`config.mk`:
```
export PLATFORM = sky130hd
export DESIGN_NAME = sha1_stream_hasher_top
export DESIGN_NICKNAME = d
export VERILOG_FILES = /design/src/design/sha1_pkg.sv /design/src/design/sha1_ram.sv /design/src/design/sha1_stream_hasher_top.sv
export SDC_FILE = /design/constraint.sdc
export NUM_CORES = 2
export LEC_CHECK = 0
export BUFFER_PORTS_ARGS = -buffer_cell sky130_fd_sc_hd__buf_2
export CAP_MARGIN = 20
export CORE_UTILIZATION = 35
export CTS_CLUSTER_SIZE = 8
export DETAILED_ROUTE_END_ITERATION = 7
export RECOVER_POWER = 50
export SETUP_SLACK_MARGIN = 0.3
export SLEW_MARGIN = 0
export SYNTH_ARGS = -nofsm -noshare
export SYNTH_HDL_FRONTEND = slang
export SYNTH_SLANG_ARGS = --single-unit
```
`constraint.sdc`:
```
create_clock -name clk -period 50.4 [get_ports clk]
set_input_delay 0 -clock clk [delete_from_list [all_inputs] [get_ports clk]]
set_output_delay 0 -clock clk [all_outputs]
set_load 0.01 [all_outputs]
```
`src/design/sha1_pkg.sv`:
```
package sha1_pkg;

    localparam int BLOCK_BYTES = 64;
    localparam int ROUNDS      = 80;
    localparam int HASH_WORDS  = 5;
    localparam int LEN_BYTE_AT = 56;

    localparam logic [7:0] PAD_MARK = 8'h80;

    localparam logic REQ_DATA   = 1'b0;
    localparam logic REQ_FINISH = 1'b1;

    localparam logic [1:0] STATUS_DIGEST   = 2'd0;
    localparam logic [1:0] STATUS_AFTER    = 2'd1;
    localparam logic [1:0] STATUS_TOO_LONG = 2'd2;

    localparam logic [31:0] H_INIT [HASH_WORDS] = '{
        32'h67452301, 32'hEFCDAB89, 32'h98BADCFE, 32'h10325476, 32'hC3D2E1F0
    };

    localparam logic [31:0] K0 = 32'h5A827999;
    localparam logic [31:0] K1 = 32'h6ED9EBA1;
    localparam logic [31:0] K2 = 32'h8F1BBCDC;
    localparam logic [31:0] K3 = 32'hCA62C1D6;

    typedef enum logic [2:0] {
        ST_IDLE,
        ST_PAD,
        ST_LOAD,
        ST_ROUND,
        ST_FINAL,
        ST_EMIT
    } state_t;

    function automatic logic [31:0] rotl(input logic [31:0] x, input logic [4:0] n);
        logic [63:0] d;
        d = {x, x} << n;
        return d[63:32];
    endfunction

endpackage

```
`src/design/sha1_ram.sv`:
```
module sha1_ram #(
    parameter int WIDTH = 8,
    parameter int DEPTH = 64
) (
    input  logic                     clk,
    input  logic                     we,
    input  logic [$clog2(DEPTH)-1:0] waddr,
    input  logic [WIDTH-1:0]         wdata,
    input  logic [$clog2(DEPTH)-1:0] raddr,
    output logic [WIDTH-1:0]         rdata
);

    logic [WIDTH-1:0] mem [DEPTH];

    always_ff @(posedge clk)
    begin
        if (we)
        begin
            mem[waddr] <= wdata;
        end
        rdata <= mem[raddr];
    end

endmodule

```
`src/design/sha1_stream_hasher_top.sv`:
```
// Channel   Direction  tdata (low bit up)                tuser        tlast
// s_axis    in         data_byte[7:0]                    req_type     -
// m_axis    out        word_index[2:0], digest_word      status[1:0]  last
//
// A data byte is taken only while idle; the 64th byte of a block starts a compression
// (reading the block memory byte by byte, 80 rounds, one chaining addition) during
// which no word is taken. A finish after a finish sends the same five words again.
// A first finish writes the padding one byte per cycle up to the end of the block,
// then compresses one or two blocks and sends five words, one per unstalled cycle.
// Reset (rst_n low) clears the control state; the block memory holds no reset value.
// A stalled output holds its word and no input word is taken until it leaves.
module sha1_stream_hasher_top (
    input  logic        clk,
    input  logic        rst_n,
    input  logic        s_axis_tvalid,
    output logic        s_axis_tready,
    input  logic [7:0]  s_axis_tdata,   // data_byte[7:0]
    input  logic        s_axis_tuser,   // req_type
    output logic        m_axis_tvalid,
    input  logic        m_axis_tready,
    output logic [39:0] m_axis_tdata,   // word_index[2:0], digest_word[34:3], zeros
    output logic [1:0]  m_axis_tuser,   // status[1:0]
    output logic        m_axis_tlast
);
    import sha1_pkg::*;

    state_t       state_reg, state_next;
    logic [5:0]   fill_reg, fill_next;
    logic [63:0]  len_reg, len_next;
    logic         fin_reg, fin_next;
    logic [31:0]  h_reg [HASH_WORDS];
    logic [31:0]  h_next [HASH_WORDS];
    logic [31:0]  a_reg, b_reg, c_reg, d_reg, e_reg;
    logic [31:0]  a_next, b_next, c_next, d_next, e_next;
    logic [511:0] w_reg, w_next;
    logic [6:0]   cnt_reg, cnt_next;
    logic [5:0]   pos_reg, pos_next;
    logic         first_reg, first_next;
    logic         lenblk_reg, lenblk_next;
    logic         padact_reg, padact_next;
    logic [2:0]   idx_reg, idx_next;
    logic         ov_reg, ov_next;
    logic [1:0]   ost_reg, ost_next;
    logic [2:0]   oidx_reg, oidx_next;
    logic [31:0]  oword_reg, oword_next;
    logic         olast_reg, olast_next;

    logic         accept, out_free;
    logic         ram_we;
    logic [5:0]   ram_waddr, ram_raddr;
    logic [7:0]   ram_wdata, ram_rdata;
    logic [7:0]   pad_byte;
    logic [63:0]  len_shift;
    logic [31:0]  f_val, k_val, w_new, t_val;

    sha1_ram #(.WIDTH(8), .DEPTH(BLOCK_BYTES)) u_block (
        .clk   (clk),
        .we    (ram_we),
        .waddr (ram_waddr),
        .wdata (ram_wdata),
        .raddr (ram_raddr),
        .rdata (ram_rdata)
    );

    always_comb
    begin
        out_free      = !ov_reg || m_axis_tready;
        s_axis_tready = (state_reg == ST_IDLE) && out_free;
        accept        = s_axis_tvalid && s_axis_tready;
        len_shift     = len_reg >> {~pos_reg[2:0], 3'b000};
        if (first_reg)
        begin
            pad_byte = PAD_MARK;
        end
        else if (lenblk_reg && (pos_reg >= 6'(LEN_BYTE_AT)))
        begin
            pad_byte = len_shift[7:0];
        end
        else
        begin
            pad_byte = 8'h00;
        end
        ram_raddr = cnt_reg[5:0];
        ram_we    = 1'b0;
        ram_waddr = fill_reg;
        ram_wdata = s_axis_tdata;
        if (state_reg == ST_PAD)
        begin
            ram_we    = 1'b1;
            ram_waddr = pos_reg;
            ram_wdata = pad_byte;
        end
        else if (accept && (s_axis_tuser == REQ_DATA) && !fin_reg && !(&len_reg[63:3]))
        begin
            ram_we = 1'b1;
        end
        if (cnt_reg < 7'd20)
        begin
            f_val = (b_reg & c_reg) | (~b_reg & d_reg);
            k_val = K0;
        end
        else if (cnt_reg < 7'd40)
        begin
            f_val = b_reg ^ c_reg ^ d_reg;
            k_val = K1;
        end
        else if (cnt_reg < 7'd60)
        begin
            f_val = (b_reg & c_reg) | (b_reg & d_reg) | (c_reg & d_reg);
            k_val = K2;
        end
        else
        begin
            f_val = b_reg ^ c_reg ^ d_reg;
            k_val = K3;
        end
        w_new = rotl(w_reg[95:64] ^ w_reg[255:224] ^ w_reg[447:416] ^ w_reg[511:480],
                     5'd1);
        t_val = rotl(a_reg, 5'd5) + f_val + e_reg + w_reg[511:480] + k_val;
    end

    always_comb
    begin
        state_next  = state_reg;
        fill_next   = fill_reg;
        len_next    = len_reg;
        fin_next    = fin_reg;
        h_next      = h_reg;
        a_next      = a_reg;
        b_next      = b_reg;
        c_next      = c_reg;
        d_next      = d_reg;
        e_next      = e_reg;
        w_next      = w_reg;
        cnt_next    = cnt_reg;
        pos_next    = pos_reg;
        first_next  = first_reg;
        lenblk_next = lenblk_reg;
        padact_next = padact_reg;
        idx_next    = idx_reg;
        ov_next     = ov_reg && !m_axis_tready;
        ost_next    = ost_reg;
        oidx_next   = oidx_reg;
        oword_next  = oword_reg;
        olast_next  = olast_reg;
        unique case (state_reg)
            ST_IDLE:
            begin
                if (accept)
                begin
                    if (s_axis_tuser == REQ_DATA)
                    begin
                        if (fin_reg || (&len_reg[63:3]))
                        begin
                            ov_next    = 1'b1;
                            ost_next   = fin_reg ? STATUS_AFTER : STATUS_TOO_LONG;
                            oidx_next  = 3'd0;
                            oword_next = 32'd0;
                            olast_next = 1'b1;
                        end
                        else
                        begin
                            fill_next = fill_reg + 6'd1;
                            len_next  = len_reg + 64'd8;
                            if (&fill_reg)
                            begin
                                state_next  = ST_LOAD;
                                cnt_next    = 7'd0;
                                padact_next = 1'b0;
                            end
                        end
                    end
                    else if (fin_reg)
                    begin
                        state_next = ST_EMIT;
                        idx_next   = 3'd0;
                    end
                    else
                    begin
                        state_next  = ST_PAD;
                        pos_next    = fill_reg;
                        first_next  = 1'b1;
                        lenblk_next = fill_reg < 6'(LEN_BYTE_AT);
                        padact_next = 1'b1;
                    end
                end
            end
            ST_PAD:
            begin
                first_next = 1'b0;
                pos_next   = pos_reg + 6'd1;
                if (&pos_reg)
                begin
                    state_next = ST_LOAD;
                    cnt_next   = 7'd0;
                end
            end
            ST_LOAD:
            begin
                cnt_next = cnt_reg + 7'd1;
                if (cnt_reg != 7'd0)
                begin
                    w_next = {w_reg[503:0], ram_rdata};
                end
                if (cnt_reg == 7'(BLOCK_BYTES))
                begin
                    state_next = ST_ROUND;
                    cnt_next   = 7'd0;
                    a_next     = h_reg[0];
                    b_next     = h_reg[1];
                    c_next     = h_reg[2];
                    d_next     = h_reg[3];
                    e_next     = h_reg[4];
                end
            end
            ST_ROUND:
            begin
                a_next   = t_val;
                b_next   = a_reg;
                c_next   = rotl(b_reg, 5'd30);
                d_next   = c_reg;
                e_next   = d_reg;
                w_next   = {w_reg[479:0], w_new};
                cnt_next = cnt_reg + 7'd1;
                if (cnt_reg == 7'(ROUNDS - 1))
                begin
                    state_next = ST_FINAL;
                end
            end
            ST_FINAL:
            begin
                h_next[0] = h_reg[0] + a_reg;
                h_next[1] = h_reg[1] + b_reg;
                h_next[2] = h_reg[2] + c_reg;
                h_next[3] = h_reg[3] + d_reg;
                h_next[4] = h_reg[4] + e_reg;
                fill_next = 6'd0;
                if (!padact_reg)
                begin
                    state_next = ST_IDLE;
                end
                else if (!lenblk_reg)
                begin
                    state_next  = ST_PAD;
                    pos_next    = 6'd0;
                    first_next  = 1'b0;
                    lenblk_next = 1'b1;
                end
                else
                begin
                    state_next  = ST_EMIT;
                    idx_next    = 3'd0;
                    fin_next    = 1'b1;
                    len_next    = 64'd0;
                    padact_next = 1'b0;
                end
            end
            ST_EMIT:
            begin
                if (out_free)
                begin
                    ov_next    = 1'b1;
                    ost_next   = STATUS_DIGEST;
                    oidx_next  = idx_reg;
                    oword_next = h_reg[idx_reg];
                    olast_next = idx_reg == 3'(HASH_WORDS - 1);
                    idx_next   = idx_reg + 3'd1;
                    if (idx_reg == 3'(HASH_WORDS - 1))
                    begin
                        state_next = ST_IDLE;
                    end
                end
            end
            default:
            begin
                state_next = ST_IDLE;
            end
        endcase
    end

    always_ff @(posedge clk or negedge rst_n)
    begin
        if (!rst_n)
        begin
            state_reg  <= ST_IDLE;
            fill_reg   <= 6'd0;
            len_reg    <= 64'd0;
            fin_reg    <= 1'b0;
            h_reg      <= H_INIT;
            cnt_reg    <= 7'd0;
            pos_reg    <= 6'd0;
            first_reg  <= 1'b0;
            lenblk_reg <= 1'b0;
            padact_reg <= 1'b0;
            idx_reg    <= 3'd0;
            ov_reg     <= 1'b0;
        end
        else
        begin
            state_reg  <= state_next;
            fill_reg   <= fill_next;
            len_reg    <= len_next;
            fin_reg    <= fin_next;
            h_reg      <= h_next;
            cnt_reg    <= cnt_next;
            pos_reg    <= pos_next;
            first_reg  <= first_next;
            lenblk_reg <= lenblk_next;
            padact_reg <= padact_next;
            idx_reg    <= idx_next;
            ov_reg     <= ov_next;
        end
    end

    always_ff @(posedge clk)
    begin
        a_reg     <= a_next;
        b_reg     <= b_next;
        c_reg     <= c_next;
        d_reg     <= d_next;
        e_reg     <= e_next;
        w_reg     <= w_next;
        ost_reg   <= ost_next;
        oidx_reg  <= oidx_next;
        oword_reg <= oword_next;
        olast_reg <= olast_next;
    end

    assign m_axis_tvalid = ov_reg;
    assign m_axis_tdata  = {5'd0, oword_reg, oidx_reg};
    assign m_axis_tuser  = ost_reg;
    assign m_axis_tlast  = olast_reg;

endmodule

```
# Yosys cells after proc, flatten, opt, wreduce, memory -nomap -nowiden
# Memories as Yosys holds them, arrays and structs flattened. A register that Yosys moved wholly into a read port is not among the register bits.
# Index checks and enable logic that the tools add are counted.
[totals]
output_inout_bits = 45
in_bits = 13
mem_bits_rw = 512
memories = 1
reg_bits = 964
word_cells = 244
[mem_list]
columns = ["name", "words", "width", "rd", "rd_ports_with_merged_regs", "wr", "line", "rtl"]
rows = [
  ["u_block.mem", 64, 8, 1, 1, 1, "sha1_ram.sv:13", "logic [WIDTH-1:0] mem [DEPTH];"],
]
[op_classes]
n_eq_ne = 28
n_mux = 116
bitwise = 16
add_sub_neg = 14
n_reduce_logical = 36
magnitude_cmp = 6
n_shift = 1
[ops]
columns = ["cell", "n"]
rows = [
  ["512-bit case mux with 2 select lines", 1],
  ["32-bit two-way mux", 16],
  ["512-bit two-way mux", 1],
  ["32-bit case mux with 2 select lines", 6],
  ["64-bit two-way mux", 5],
  ["32-bit adder", 9],
  ["32-bit XOR", 5],
  ["32-bit AND", 4],
  ["64-bit case mux with 2 select lines", 1],
  ["32-bit binary-select mux with 3-bit select", 1],
  ["32-bit OR", 3],
  ["3-bit two-way mux", 22],
  ["64-bit by 4-bit adder with 64-bit output, second input constant", 1],
  ["64-bit by 6-bit >> shifter with 8-bit output", 1],
  ["61-bit AND reduction", 1],
  ["6-bit two-way mux", 9],
  ["7-bit two-way mux", 6],
  ["32-bit NOT", 1],
  ["31-bit two-way mux", 1],
  ["6-bit AND reduction", 5],
  ["2-bit != test, second input constant", 14],
  ["7-bit case mux with 4 select lines", 1],
  ["1-bit two-way mux", 27],
  ["8-bit two-way mux", 3],
  ["41 further kinds", 73],
]

# Depth between registers and ports, before layout
[depth]
word_depth = 11
ltp_mapped = 27
mapped_depth_nobuf = 24

# Modules after synthesis
# Synthesis repeated with hierarchy kept, for this count alone.
[unflattened]
hier_cells = 5570
area_unflattened_um2 = 75493.7
[modules_own_cells]
columns = ["mod", "n_inst", "cells_per_inst", "seq_area_each_um2", "area_per_inst_um2"]
rows = [
  ["sha1_stream_hasher_top", 1, 4598, 27701.6, 55303.0],
  ["sha1_ram", 1, 972, 15534.9, 20190.6],
]

# Worst setup path after synthesis
# No wires, ideal clock.
[synth_timing]
path_type = "flip-flop to flip-flop"
start = "reg cnt_reg[0]"
end = "reg w_reg[0] (enable)"
period_less_slack_ps = 27644
required_ps = 48838
path_stages_with_launch = 9
arrival_ps = 26082
slack_ps = 22756
n_path_buf = 3
setup_time_ps = 1562
path_cell_list = "dfrtp_1 clkbuf_1 clkbuf_1 clkbuf_1 inv_1 ha_1 nand2_1 nor2_1 a21oi_1"
[synth_between]
elab_chain_len = 3
[synth_lines]
columns = ["element", "line", "rtl"]
rows = [
  ["from (decl)", "sha1_stream_hasher_top.sv:36", "logic [6:0] cnt_reg, cnt_next;"],
  ["from (signal assigned)", "sha1_stream_hasher_top.sv:305", "cnt_reg <= cnt_next;"],
  ["7-bit nonzero test", "sha1_stream_hasher_top.sv:201", "if (cnt_reg != 7'd0)"],
  ["2-bit != test (no line)", "--", ""],
  ["2-bit AND reduction (no line)", "--", ""],
  ["to (signal assigned)", "sha1_stream_hasher_top.sv:322", "w_reg <= w_next;"],
  ["to (decl)", "sha1_stream_hasher_top.sv:35", "logic [511:0] w_reg, w_next;"],
]
# Every way passes these cells.
# A chain may end at the register's enable or synchronous reset.

# Worst setup path after layout
[layout_timing]
start = "reg cnt_reg[0]"
end = "reg w_reg[161] (enable)"
# Same word-level chain as after synthesis.

==> flow_summary.yaml <==
setup_path:
  crit_chain: "inv_1 -> ha_1 -> nand2_1 -> nor2_1 -> a21oi_1 -> clkbuf_1 -> clkbuf_1 -> buf_12 -> buf_4"
  crit_path_max_fanout: 181
  end_kind: "register"
  worstSetupStartpointType: "register"
  required_ns: 50.84
  cpMaxStageDelayCell: "clkbuf_1"
  slowest_delay_ns: 6.36
  path_common_cell: "clkbuf_1"
  crit_type: "register to register"
  critPathTopFamily: "buffers and inverters"
  critPathBufInv: 5
  critical_path_arrival_ns: 13.50
yosys:
  synth_edf_count: 1222
  synth.distinct_cells: 84
  synth_seq_cells: 1481
  synth_xor_area_share_pct: 3.43
  synthFlopType: "edfxtp_1"
  syn_inst: 6640
  syn_area_sq_um: 75300
  synth_top_family_by_area: "simple AND/OR/NAND/NOR gates"
  yosys.area_share.adder_pct: 6.67
  synth_warnings: 0
  synth_compound_area_share_pct: 7.57
  synth_seq_area_share_pct: 57.4
  syn_avg_cell_area_sq_um: 11.3
  synth.mux.area_fraction_pct: 7.01
  synth_simple_gate_area_share_pct: 15.1
  synth-async-reset-ratio_pct: 16.9
sta:
  finalClockSkew_ns: 0.0620
  setup_viol: 0
  worst_pin_slew_ns: 9.31
  slew_violations: 2176
  timing.final.hold_violations: 0
  setup_slack_ns: 37.34
  min_period_over_period_pct: 25.9
  slew_headroom_pct: -521
  min_period_ns: 13.06
  rsz0062_at_grt: "false"
  max_clock_freq_mhz: 76.5
  finalSetupTns_ns: 0
global_route:
  track_usage_pct: 17.8
  grt.overflow.total: 0
  grt_pass1_vias: 49500
  antenna_found_initial: 4
  grt_max_degree: 182
  grt_pass1_wl_mm: 301
route:
  vias_per_cell: 5.24
  dr.pass1.iters: 6
  drt_iter0_drc: 5189
  vias: 50400
  ant_nets: 0
  wl_per_cell_um: 20.2
  wirelength_mm: 194
  post-route-drc-count: 0
power_and_ir_drop:
  p_leak_nw: 32.7
  ir_drop_uv: 35.9
  power.density_nw_per_um2: 31.1
final_layout:
  syn_to_final_growth_pct: 12.1
  seq_area_sq_um: 43200
  final_nets: 7010
  drive_gt1_share_pct: 9.03
  fillers: 20100
  multiInputGateArea_sq_um: 30000
  fin_util_pct: 39.6
clocking:
  path_clk_slew_ns: 0.05
  cts-root-buf: "clkbuf_16"
  clock-sinks: 1481
  insertion_delay_ns: 0.84
  cts_tree: "done"
  clockBufferDepth: 3
  cts.htree.levels: 4
  numCtsBuffers: 204
placement:
  hpwl_mm: 130
  port-buffer-count: 52
  gp_congestion: 0.927
  pre_cts_slack_ns: 42.30
die:
  core-area_sq_um: 213000
  die-area_sq_um: 217000
  fp.dieH_um: 466
  start_util_pct: 35.3
  rows: 169
  die_width_um: 466
  pin_count: 58
outcome:
  status: "complete, but fails checks"
  violations: "capacitance limit, slew limit"
job:
  cap_violations: 31
min_path:
  hold_class: "input port to register"
==> tightest hold or removal path: stages <==
cell	delay, ns
dlygate4sd3_1	0.58
buf_2	0.19
o31ai_1	0.23
o41ai_1	0.06
==> per-layer routing <==
metal / wire length (um) / up-vias / GRT usage [%]
li1: - / 23400 / -
met4: 4310 / 2 / 4.80
met5: 13 / - / 0
met3: 12700 / 287 / 3.13
met2: 88800 / 1574 / 27.3
met1: 88600 / 25200 / 25.9
==> power breakdown <==
group | leakage (nW) | internal [mW] | switching (mW) | total (mW)
clock network | 2.81 | 0.757 | 0.531 | 1.29
registers | 14.4 | 1.32 | 0.000470 | 1.32
logic | 15.5 | 0.00166 | 0.0130 | 0.0147
total | 32.7 | 2.08 | 0.544 | 2.62
==> Yosys cell counts, drive strengths merged (15+ instances only) <==
cell / count / share of area, %
a211oi: 23 / 0.23
a21o: 82 / 0.82
a21oi: 179 / 1.2
a221o: 16 / 0.21
a22oi: 34 / 0.34
a31oi: 21 / 0.17
and2: 15 / 0.12
and3: 22 / 0.18
buf: 44 / 0.25
clkbuf: 259 / 1.3
dfrtp: 171 / 5.7
dfstp: 80 / 2.8
edfxtp: 1222 / 49
fa: 125 / 3.3
ha: 201 / 3.3
inv: 253 / 1.3
mux2i: 34 / 0.45
mux4: 213 / 6.4
nand2: 2125 / 11
nand2b: 33 / 0.27
nand3: 87 / 0.58
nand4: 31 / 0.27
nor2: 308 / 1.5
nor2b: 26 / 0.23
nor3: 40 / 0.27
o21a: 21 / 0.21
o21ai: 392 / 2.6
o21bai: 25 / 0.25
o22ai: 15 / 0.12
o31ai: 28 / 0.29
or3: 38 / 0.32
xnor2: 191 / 2.2
xor2: 104 / 1.2
==> cell usage in the layout (no fill, tap or decap), types with 21 or more instances in the layout <==
master     count
a21oi_1      179
o21ai_0      381
xnor2_1      191
nand4_1       30
and3_1        21
clkbuf_16    205
buf_4         28
nor3_1        39
nor2b_1       25
nor2_1       305
mux2i_1       34
dfrtp_1      167
o21a_1        21
clkbuf_1     182
edfxtp_1    1222
nand2_1     2124
or3_1         38
mux4_2       213
a31oi_1       21
inv_1        252
o21bai_1      25
dfstp_2       80
a22oi_1       34
ha_1         201
a21o_1        82
o31ai_1       27
a211oi_1      23
nand3_1       87
fa_1         125
nand2b_1      33
xor2_1       104
==> layout make-up <==
cell class	count	area share (%)
sequential	1481	51.2
clock inverter	14	0.426
antenna	4	0.0119
multi-input combinational	4606	35.6
clock buffer	318	6.59
tap	2821	4.18
inverter	254	1.13
timing repair buffer	124	0.833
==> through the flow <==
step,instances,hold WS (ns),total power [mW],instance area [sq um]
final,9622,0.269,2.62,84400
after global routing,9620,0.256,2.70,84400
after CTS,9614,0.00706,2.65,84600
after detailed placement,9269,0.0679,1.36,78500
after global placement,9269,0.0665,1.36,78500
after floorplan,6644,-0.296,1.35,75300
==> cell families after synthesis <==
group	after synthesis
AND/OR/NAND/NOR	2793
flip-flops	1481
AO/OA/AOI/OAI	928
buffers and inverters	557
adder cells (fa/ha/maj)	326
XOR/XNOR	295
multiplexers	259
other	1
==> repair_timing <==
action                                 in CTS  in global routing
gates resized for setup                     0                  0
endpoints found under the hold margin     370                  0
setup buffers                               0                  0
hold buffers                               13                  0
==> final timing paths <==
kind	from	end	slack, ns	depth (start not counted)
setup / recovery	cnt_reg[0]	w_reg[161]	37.34	9
hold / removal	s_axis_tuser	state_reg[0]	0.27	4
setup reg to reg	cnt_reg[0]	w_reg[161]	37.34	9
hold reg to reg	h_reg[118]	h_reg[118]	0.48	2
max in group asynchronous	rst_n	cnt_reg[1]	39.62	4
min in group asynchronous	rst_n	h_reg[112]	2.38	3
No activity file was read; power rests on OpenSTA's default activity.
